File: src/hw/rtl/lewcd_pkg.sv
// ----------------------------------------------------------------------------
// lewcd_pkg
// Shared types, codes and reset values for the indicator edge-window decoder.
// ----------------------------------------------------------------------------
`default_nettype none

package lewcd_pkg;

    // item command codes
    typedef enum logic [1:0] {
        CMD_HOUSEKEEP = 2'd0,
        CMD_LEVEL     = 2'd1,
        CMD_BEACON    = 2'd2,
        CMD_UNUSED    = 2'd3
    } cmd_t;

    // result action codes
    typedef enum logic [2:0] {
        ACT_NONE       = 3'd0,
        ACT_SCROLL     = 3'd1,
        ACT_RESOLUTION = 3'd2,
        ACT_BOOT       = 3'd3,
        ACT_BEACON     = 3'd4
    } action_t;

    // register map, index = byte address >> REG_ADDR_LSB
    localparam int unsigned REG_ADDR_LSB = 2;
    localparam int unsigned REG_IDX_W    = 3;
    localparam int unsigned PADDR_W      = REG_ADDR_LSB + REG_IDX_W;

    typedef enum logic [REG_IDX_W-1:0] {
        REG_ACCEPT_COMMANDS = 3'd0,
        REG_BEACON_ENABLE   = 3'd1,
        REG_WINDOW_MS       = 3'd2,
        REG_GUARD_MS        = 3'd3,
        REG_COOLDOWN_MS     = 3'd4
    } reg_idx_t;

    localparam int unsigned TIME_W  = 32;
    localparam int unsigned DUR_W   = 16;
    localparam int unsigned COUNT_W = 8;

    localparam logic [DUR_W-1:0] WINDOW_MS_RST   = 16'd120;
    localparam logic [DUR_W-1:0] GUARD_MS_RST    = 16'd250;
    localparam logic [DUR_W-1:0] COOLDOWN_MS_RST = 16'd300;

    localparam logic [COUNT_W-1:0] COUNT_SCROLL     = 8'd2;
    localparam logic [COUNT_W-1:0] COUNT_RESOLUTION = 8'd4;
    localparam logic [COUNT_W-1:0] COUNT_BOOT       = 8'd6;

    function automatic action_t decode_count(input logic [COUNT_W-1:0] count);
        action_t act;
        case (count)
            COUNT_SCROLL:     act = ACT_SCROLL;
            COUNT_RESOLUTION: act = ACT_RESOLUTION;
            COUNT_BOOT:       act = ACT_BOOT;
            default:          act = ACT_NONE;
        endcase
        return act;
    endfunction

    // true when (now - then) mod 2^32 has reached dur
    function automatic logic elapsed(input logic [TIME_W-1:0] now,
                                     input logic [TIME_W-1:0] then,
                                     input logic [DUR_W-1:0]  dur);
        logic [TIME_W-1:0] diff;
        diff = now - then;
        return diff >= {{(TIME_W-DUR_W){1'b0}}, dur};
    endfunction

endpackage

`default_nettype wire

File: src/hw/rtl/led_edge_window_command_decoder.sv
// ----------------------------------------------------------------------------
// led_edge_window_command_decoder
// Turns host level reports on an indicator into commands and beacon requests.
// ----------------------------------------------------------------------------
// One beat in gives exactly one action beat out. A beat is taken into an input
// register, decoded combinationally against the window, guard and cooldown state
// with compares on 32-bit timestamp differences, and placed in an output
// register; state updates in that same cycle, so a new beat can be taken every
// clock. The action is offered from the output register, which follows the input
// register. Throughput is one beat per cycle; it drops only while out_stall
// holds the output register full. Registers sit on an APB-style port at byte
// address 4*index and should only be written while no beat is in flight.
`default_nettype none

module led_edge_window_command_decoder (
    input  wire logic                            clk,
    input  wire logic                            rst_n,
    // configuration
    input  wire logic                            psel,
    input  wire logic                            penable,
    input  wire logic                            pwrite,
    input  wire logic [lewcd_pkg::PADDR_W-1:0]   paddr,
    input  wire logic [31:0]                     pwdata,
    output logic      [31:0]                     prdata,
    output logic                                 pready,
    // item input
    input  wire logic                            in_valid,
    output logic                                 in_stall,
    input  wire logic [1:0]                      cmd,
    input  wire logic [31:0]                     now_ms,
    input  wire logic                            level,
    // result output
    output logic                                 out_valid,
    input  wire logic                            out_stall,
    output logic      [2:0]                      action
);

    // ---------------- configuration registers ----------------
    logic                               accept_commands_reg;
    logic                               beacon_enable_reg;
    logic [lewcd_pkg::DUR_W-1:0]        window_ms_reg;
    logic [lewcd_pkg::DUR_W-1:0]        guard_ms_reg;
    logic [lewcd_pkg::DUR_W-1:0]        cooldown_ms_reg;

    lewcd_pkg::reg_idx_t                reg_idx;
    logic                               cfg_write;

    assign reg_idx   = lewcd_pkg::reg_idx_t'(
                           paddr[lewcd_pkg::PADDR_W-1:lewcd_pkg::REG_ADDR_LSB]);
    assign cfg_write = psel && penable && pwrite && pready;
    assign pready    = 1'b1;

    always_ff @(posedge clk or negedge rst_n)
    begin
        if (!rst_n)
        begin
            accept_commands_reg <= 1'b1;
            beacon_enable_reg   <= 1'b0;
            window_ms_reg       <= lewcd_pkg::WINDOW_MS_RST;
            guard_ms_reg        <= lewcd_pkg::GUARD_MS_RST;
            cooldown_ms_reg     <= lewcd_pkg::COOLDOWN_MS_RST;
        end
        else if (cfg_write)
        begin
            case (reg_idx)
                lewcd_pkg::REG_ACCEPT_COMMANDS: accept_commands_reg <= pwdata[0];
                lewcd_pkg::REG_BEACON_ENABLE:   beacon_enable_reg   <= pwdata[0];
                lewcd_pkg::REG_WINDOW_MS:
                    window_ms_reg   <= pwdata[lewcd_pkg::DUR_W-1:0];
                lewcd_pkg::REG_GUARD_MS:
                    guard_ms_reg    <= pwdata[lewcd_pkg::DUR_W-1:0];
                lewcd_pkg::REG_COOLDOWN_MS:
                    cooldown_ms_reg <= pwdata[lewcd_pkg::DUR_W-1:0];
                default: ;
            endcase
        end
    end

    always_comb
    begin
        case (reg_idx)
            lewcd_pkg::REG_ACCEPT_COMMANDS: prdata = {31'd0, accept_commands_reg};
            lewcd_pkg::REG_BEACON_ENABLE:   prdata = {31'd0, beacon_enable_reg};
            lewcd_pkg::REG_WINDOW_MS:       prdata = {16'd0, window_ms_reg};
            lewcd_pkg::REG_GUARD_MS:        prdata = {16'd0, guard_ms_reg};
            lewcd_pkg::REG_COOLDOWN_MS:     prdata = {16'd0, cooldown_ms_reg};
            default:                        prdata = 32'd0;
        endcase
    end

    // ---------------- input register ----------------
    logic                               s1_valid_reg;
    lewcd_pkg::cmd_t                    s1_cmd_reg;
    logic [lewcd_pkg::TIME_W-1:0]       s1_now_reg;
    logic                               s1_level_reg;

    logic                               s2_load;
    logic                               in_take;

    // the output register frees up when empty or when its beat is taken
    assign s2_load  = s1_valid_reg && (!out_valid || !out_stall);
    assign in_stall = s1_valid_reg && !s2_load;
    assign in_take  = in_valid && !in_stall;

    always_ff @(posedge clk or negedge rst_n)
    begin
        if (!rst_n)
            s1_valid_reg <= 1'b0;
        else if (in_take)
            s1_valid_reg <= 1'b1;
        else if (s2_load)
            s1_valid_reg <= 1'b0;
    end

    always_ff @(posedge clk)
    begin
        if (in_take)
        begin
            s1_cmd_reg   <= lewcd_pkg::cmd_t'(cmd);
            s1_now_reg   <= now_ms;
            s1_level_reg <= level;
        end
    end

    // ---------------- decoder state ----------------
    logic                               level_known_reg,  level_known_next;
    logic                               last_level_reg,   last_level_next;
    logic                               window_open_reg,  window_open_next;
    logic [lewcd_pkg::TIME_W-1:0]       window_start_reg, window_start_next;
    logic [lewcd_pkg::COUNT_W-1:0]      edge_count_reg,   edge_count_next;
    logic                               guard_active_reg, guard_active_next;
    logic [lewcd_pkg::TIME_W-1:0]       guard_start_reg,  guard_start_next;
    logic [lewcd_pkg::TIME_W-1:0]       last_beacon_reg,  last_beacon_next;
    lewcd_pkg::action_t                 action_next;

    logic                               window_expired;
    logic                               guard_done;
    logic                               cooldown_done;
    logic                               guard_blocks;

    assign window_expired = window_open_reg &&
        lewcd_pkg::elapsed(s1_now_reg, window_start_reg, window_ms_reg);
    assign guard_done     =
        lewcd_pkg::elapsed(s1_now_reg, guard_start_reg, guard_ms_reg);
    assign cooldown_done  =
        lewcd_pkg::elapsed(s1_now_reg, last_beacon_reg, cooldown_ms_reg);
    assign guard_blocks   = guard_active_reg && !guard_done;

    always_comb
    begin
        level_known_next  = level_known_reg;
        last_level_next   = last_level_reg;
        window_open_next  = window_open_reg;
        window_start_next = window_start_reg;
        edge_count_next   = edge_count_reg;
        guard_active_next = guard_active_reg;
        guard_start_next  = guard_start_reg;
        last_beacon_next  = last_beacon_reg;
        action_next       = lewcd_pkg::ACT_NONE;

        case (s1_cmd_reg)
            lewcd_pkg::CMD_HOUSEKEEP:
            begin
                if (window_expired)
                begin
                    window_open_next = 1'b0;
                    edge_count_next  = '0;
                    if (accept_commands_reg)
                        action_next = lewcd_pkg::decode_count(edge_count_reg);
                end
            end
            lewcd_pkg::CMD_LEVEL:
            begin
                if (!level_known_reg)
                begin
                    // first report only learns the level
                    level_known_next = 1'b1;
                    last_level_next  = s1_level_reg;
                end
                else if (s1_level_reg != last_level_reg)
                begin
                    last_level_next = s1_level_reg;
                    if (guard_active_reg && guard_done)
                        guard_active_next = 1'b0;
                    if (!guard_blocks && accept_commands_reg)
                    begin
                        if (window_expired)
                        begin
                            action_next       = lewcd_pkg::decode_count(edge_count_reg);
                            window_start_next = s1_now_reg;
                            edge_count_next   = lewcd_pkg::COUNT_W'(1);
                        end
                        else
                        begin
                            if (!window_open_reg)
                            begin
                                window_open_next  = 1'b1;
                                window_start_next = s1_now_reg;
                            end
                            edge_count_next = edge_count_reg + lewcd_pkg::COUNT_W'(1);
                        end
                    end
                end
            end
            lewcd_pkg::CMD_BEACON:
            begin
                if (beacon_enable_reg && cooldown_done)
                begin
                    action_next       = lewcd_pkg::ACT_BEACON;
                    last_beacon_next  = s1_now_reg;
                    guard_start_next  = s1_now_reg;
                    guard_active_next = 1'b1;
                end
            end
            default: ;
        endcase
    end

    always_ff @(posedge clk or negedge rst_n)
    begin
        if (!rst_n)
        begin
            level_known_reg  <= 1'b0;
            last_level_reg   <= 1'b0;
            window_open_reg  <= 1'b0;
            window_start_reg <= '0;
            edge_count_reg   <= '0;
            guard_active_reg <= 1'b0;
            guard_start_reg  <= '0;
            last_beacon_reg  <= '0;
        end
        else if (s2_load)
        begin
            level_known_reg  <= level_known_next;
            last_level_reg   <= last_level_next;
            window_open_reg  <= window_open_next;
            window_start_reg <= window_start_next;
            edge_count_reg   <= edge_count_next;
            guard_active_reg <= guard_active_next;
            guard_start_reg  <= guard_start_next;
            last_beacon_reg  <= last_beacon_next;
        end
    end

    // ---------------- output register ----------------
    logic                               out_valid_reg;
    lewcd_pkg::action_t                 action_reg;

    always_ff @(posedge clk or negedge rst_n)
    begin
        if (!rst_n)
            out_valid_reg <= 1'b0;
        else if (s2_load)
            out_valid_reg <= 1'b1;
        else if (!out_stall)
            out_valid_reg <= 1'b0;
    end

    always_ff @(posedge clk)
    begin
        if (s2_load)
            action_reg <= action_next;
    end

    assign out_valid = out_valid_reg;
    assign action    = action_reg;

    // ---------------- assertions ----------------
    // a closed window never carries a count
    a_closed_window_empty: assert property (@(posedge clk) disable iff (!rst_n)
        !window_open_reg |-> (edge_count_reg == '0))
        else $error("edge count nonzero while window closed");

    // once learned, the level stays known
    a_level_known_sticky: assert property (@(posedge clk) disable iff (!rst_n)
        level_known_reg |=> level_known_reg)
        else $error("level_known cleared outside reset");

    // an emitted beacon starts the guard
    a_beacon_starts_guard: assert property (@(posedge clk) disable iff (!rst_n)
        (s2_load && action_next == lewcd_pkg::ACT_BEACON) |=> guard_active_reg)
        else $error("beacon emitted without starting guard");

    // beacons only when enabled
    a_beacon_enabled: assert property (@(posedge clk) disable iff (!rst_n)
        (s2_load && action_next == lewcd_pkg::ACT_BEACON) |-> beacon_enable_reg)
        else $error("beacon emitted while disabled");

    // input held off only by a full input register behind a stalled, full output
    a_stall_needs_item: assert property (@(posedge clk) disable iff (!rst_n)
        in_stall |-> (s1_valid_reg && out_valid_reg && out_stall))
        else $error("input stalled without a blocked item");

endmodule

`default_nettype wire
File: config.mk
export PLATFORM = sky130hd
export DESIGN_NAME = led_edge_window_command_decoder
export DESIGN_NICKNAME = d
export VERILOG_FILES = /design/src/hw/rtl/lewcd_pkg.sv /design/src/hw/rtl/led_edge_window_command_decoder.sv
export SDC_FILE = /design/constraint.sdc
export NUM_CORES = 1
export LEC_CHECK = 0
export ABC_CLOCK_PERIOD_IN_PS = 5800
export CAP_MARGIN = 5
export CORE_ASPECT_RATIO = 1.1
export CORE_UTILIZATION = 45
export CTS_BUF_LIST = sky130_fd_sc_hd__clkbuf_8
export CTS_CLUSTER_DIAMETER = 40
export CTS_CLUSTER_SIZE = 20
export DETAILED_ROUTE_END_ITERATION = 10
export DONT_BUFFER_PORTS = 1
export PLACE_DENSITY = 0.57
export SYNTH_ARGS = -nofsm -noshare
export SYNTH_HDL_FRONTEND = slang
export SYNTH_SLANG_ARGS = --single-unit
File: constraint.sdc
create_clock -name clk -period 5.8 [get_ports clk]
set_clock_uncertainty 0.15 [all_clocks]
set_input_delay 0.58 -clock clk [delete_from_list [all_inputs] [get_ports clk]]
set_output_delay 0.58 -clock clk [all_outputs]
set_load 0.05 [all_outputs]
==> run summary <==
=================================================================================
Outcome ............................................................ finished clean
Crit path arrival time .............................................      5.74 ns
Core area .......................................................... 26,900 sq um
Die extent in x ....................................................  159 microns
Number of enable flip-flop cells after synthesis ...................           38
Post-synthesis cell type with the largest combined area ............      dfrtp_1
Highest clock rate .................................................      182 MHz
Final estimated routing congestion in global placement .............        0.893
H-tree lvl count ...................................................            4
Sequential share of the synthesized area ...........................        35.6%
Die extent in y ....................................................  175 microns
Total via count after detailed routing .............................        9,818
Final period demand of the worst path ..............................      5.51 ns
Element type at the critical path end ..............................     register
Maximum number of buffers from clock root to sink ..................            2
Total CTS buffers ..................................................           17
Sum of negative setup slack ........................................         0 ns
Count of antenna diodes in the layout ..............................            0
DRT iter0 DRCs .....................................................          591
Total wire length after detailed routing ........................... 30,900 microns
Clk sinks ..........................................................          166
Leading post-synthesis cells by cell area .......................... dfrtp_1 (23%), ha_1 (12%), edfxtp_1 (9.3%)
Layout overhead on the synthesized area ............................        7.57%
First-pass GRT wire length ......................................... 50,000 microns
Switching portion of total power ...................................        45.1%
Routed length per placed instance .................................. 18.0 microns
Post-route fraction of the period consumed by the critical path ....        94.9%
Worst path buffer plus inverter count ..............................            1
Hold Path Origin ...................................................    pwdata[7]
Number of register bits inferred by synthesis ......................          166
Die area ........................................................... 27,900 sq um
Portion of total power attributed to combinational logic ...........        54.8%
Static leakage .....................................................   0.00568 uW
Final count of hold timing violations ..............................            0
Peak supply drop ...................................................       153 uV
Total number of placement rows .....................................           63
Top cell by count, worst path ......................................       a21o_1
Final ANT Viol Nets ................................................            0
Critical path startpoint category ..................................     register
Number of detailed-route iterations in the first pass ..............            5
Setup-violating endpoint count in the final report .................            0
Largest fanout on the critical path ................................           21
Largest stage delay on the critical path ...........................      0.59 ns
Path type of the worst setup path .................................. register to register
Antenna violations before repair ...................................            0
TritonCTS clock tree ...............................................         done
Port-buffer cells ..................................................            0
Crit path max-delay cell type ......................................        or4_4
Post-synthesis average cell area ...................................   9.12 sq um
Fill count .........................................................        2,660
Type of the worst min-delay path ................................... input port to register
Count of synthesis-stage warnings from yosys .......................            0
Clock insertion delay at the later pin of the skew report ..........      0.50 ns
Final HPWL DP ...................................................... 23,600 microns
Relative slew slack ................................................        25.0%
Number of top-level design ports ...................................          117
Reg-to-reg critical path startpoint ................................ s1_now_reg[4]
Cell count after synthesis .........................................        1,345
Largest net degree at the start of global routing ..................          129
Clock root buffer master ...........................................     clkbuf_8
Switching power ....................................................      2490 uW
Post-DR vias/cell ..................................................         5.72
Internal power .....................................................      3040 uW
Top cell types by occurrence after synthesis ....................... inv_1 (129), nand2_1 (124), dfrtp_1 (113), ha_1 (113), o21ai_0 (102)
Fraction of synthesized cell area taken by the top area cell type ..        23.0%
Fraction of layout instances using a drive strength above 1 ........        11.4%
Unrepaired setup endpoints after global routing ....................        false
Sequential group share of total power ..............................        30.3%
Cell Chain, Critical Path .......................................... ha_1 -> a21o_1 -> a31o_2 -> o21a_1 -> o21ai_0 -> nand2b_1 -> a31oi_1 -> xnor2_1 -> ha_1 -> a21o_1 -> a21o_1 -> a21oi_1 -> o221ai_1 -> a2111oi_1 -> nand4_1 -> or4_4 -> nor4_1 -> a21o_1 -> buf_12 -> mux2_2
Final nets .........................................................        1,539
Number of unique standard cell types used by synthesis .............           80
Power per cell area ................................................  419 nW/um^2
WP data required ...................................................      6.03 ns
Share of async-settable or async-resettable flops after synthesis ..        77.1%
Total routing usage reported by global routing .....................        22.7%
Effective utilization at floorplan .................................        45.7%
Number of global-route vias before repair ..........................        9,527
Slew of the pin with the lowest slew margin ........................      1.12 ns
Clock share of power ...............................................        14.9%
Max-cap violations .................................................            0
Aggregate global routing overflow ..................................            0
Number of pins with negative max-slew slack in the final report ....            0
Start point of the critical path ................................... s1_now_reg[4]
Remaining design rule violation count ..............................            0
Final worst hold slack .............................................    0.0298 ns
Top-count cell post-synth ..........................................        inv_1
Post-synthesis instance area ....................................... 12,300 sq um
Kind of cell adding the most delay to the critical path ............ compound AO/OA/AOI/OAI gates
Prevailing post-synth register cell ................................      dfrtp_1
Register clock-pin slew on the reported worst setup and hold paths .      0.11 ns
=================================================================================
routing by layer:
metal	up-vias	track usage, %	wire length (microns)
met5	-	0	0
met4	0	6.17	529
met3	38	3.94	1210
met2	213	37.9	14400
met1	4731	30.3	14800
li1	4836	-	-
kinds of logic (layout without fill, tap and decap cells):
group	count (synthesis)	in the layout	share of synthesized area (%)
AOI/OAI and AO/OA	369	369	19.7
xor gates and xnor gates	37	37	2.64
adders and majority gates	115	115	11.8
buffers and inverters	202	200	6.99
DFF	166	166	35.6
muxes	98	98	8.74
other	2	17	0.0612
and+or+nand+nor	356	356	14.5
final cells by class:
type	instances	area, sq um	area share (%)
inverters	129	484	3.67
well taps	357	447	3.38
clock buffers	17	234	1.77
repair buffers	39	408	3.09
flip-flops and latches	166	4360	33.1
multi-input cells	992	7120	54.0
clock inverters	15	139	1.05
repair_timing:
action,4_1_cts,5_1_grt
endpoints found under the hold margin,152,0
resized for setup,0,4
setup endpoints to repair,0,20
setup buffers,0,1
hold buffers,26,0
stage by stage:
step	setup slack (ns)	power [uW]	instance area [sq um]	cells	utilization (%)
after floorplan	0.779	3960	12300	1360	-
after global placement	0.387	4600	12500	1656	46.6
after detailed placement	0.301	4650	12500	1656	46.6
after CTS	0.251	5530	13200	1714	49.0
after global routing	0.0147	5990	13200	1715	49.1
final	0.293	5530	13200	1715	49.1
layout by cell type, fill, tap and decap left out, drive strengths merged, types with 6 or more instances in the layout:
cell type,netlist,layout
a211oi,17,17
and3,6,6
ha,113,113
xnor2,27,27
or2,6,6
buf,36,14
dfstp,15,15
nand3,23,23
nand2,124,124
or3,6,6
nand4,29,29
nor2b,11,11
a211o,7,7
nor3,20,20
inv,129,138
nor2,60,60
a21o,25,25
mux2,73,73
a31oi,8,8
mux2i,25,25
nor4,16,16
conb,2,17
xor2,10,10
dlygate4sd3,0,25
nand2b,21,21
o2111ai,6,6
o21ai,108,108
clkbuf,37,17
o211ai,26,26
edfxtp,38,38
a21oi,82,82
o21bai,7,7
o21a,20,20
and2,11,11
o31ai,9,9
dfrtp,113,113
and4,6,6
power groups by stage:
stage | sequential (uW) | clock (uW) | combinational (uW)
floorplan | 1640 | 0 | 2320
global placement | 1690 | 0 | 2910
detailed placement | 1700 | 0 | 2950
CTS | 1680 | 852 | 3000
global route | 1710 | 891 | 3380
finish | 1670 | 824 | 3030
worst paths after layout:
path	depth (start not counted)	to	slack [ns]
worst max register to register	20	window_start_reg[10]	0.29
max in group asynchronous	2	window_start_reg[21]	4.40
worst min register to register	1	out_valid	0.33
worst max-delay path	20	window_start_reg[10]	0.29
worst min-delay path	2	guard_ms_reg[7]	0.03
min in group asynchronous	2	guard_ms_reg[2]	0.55
Note: power is estimated with default switching activity, not from simulation.
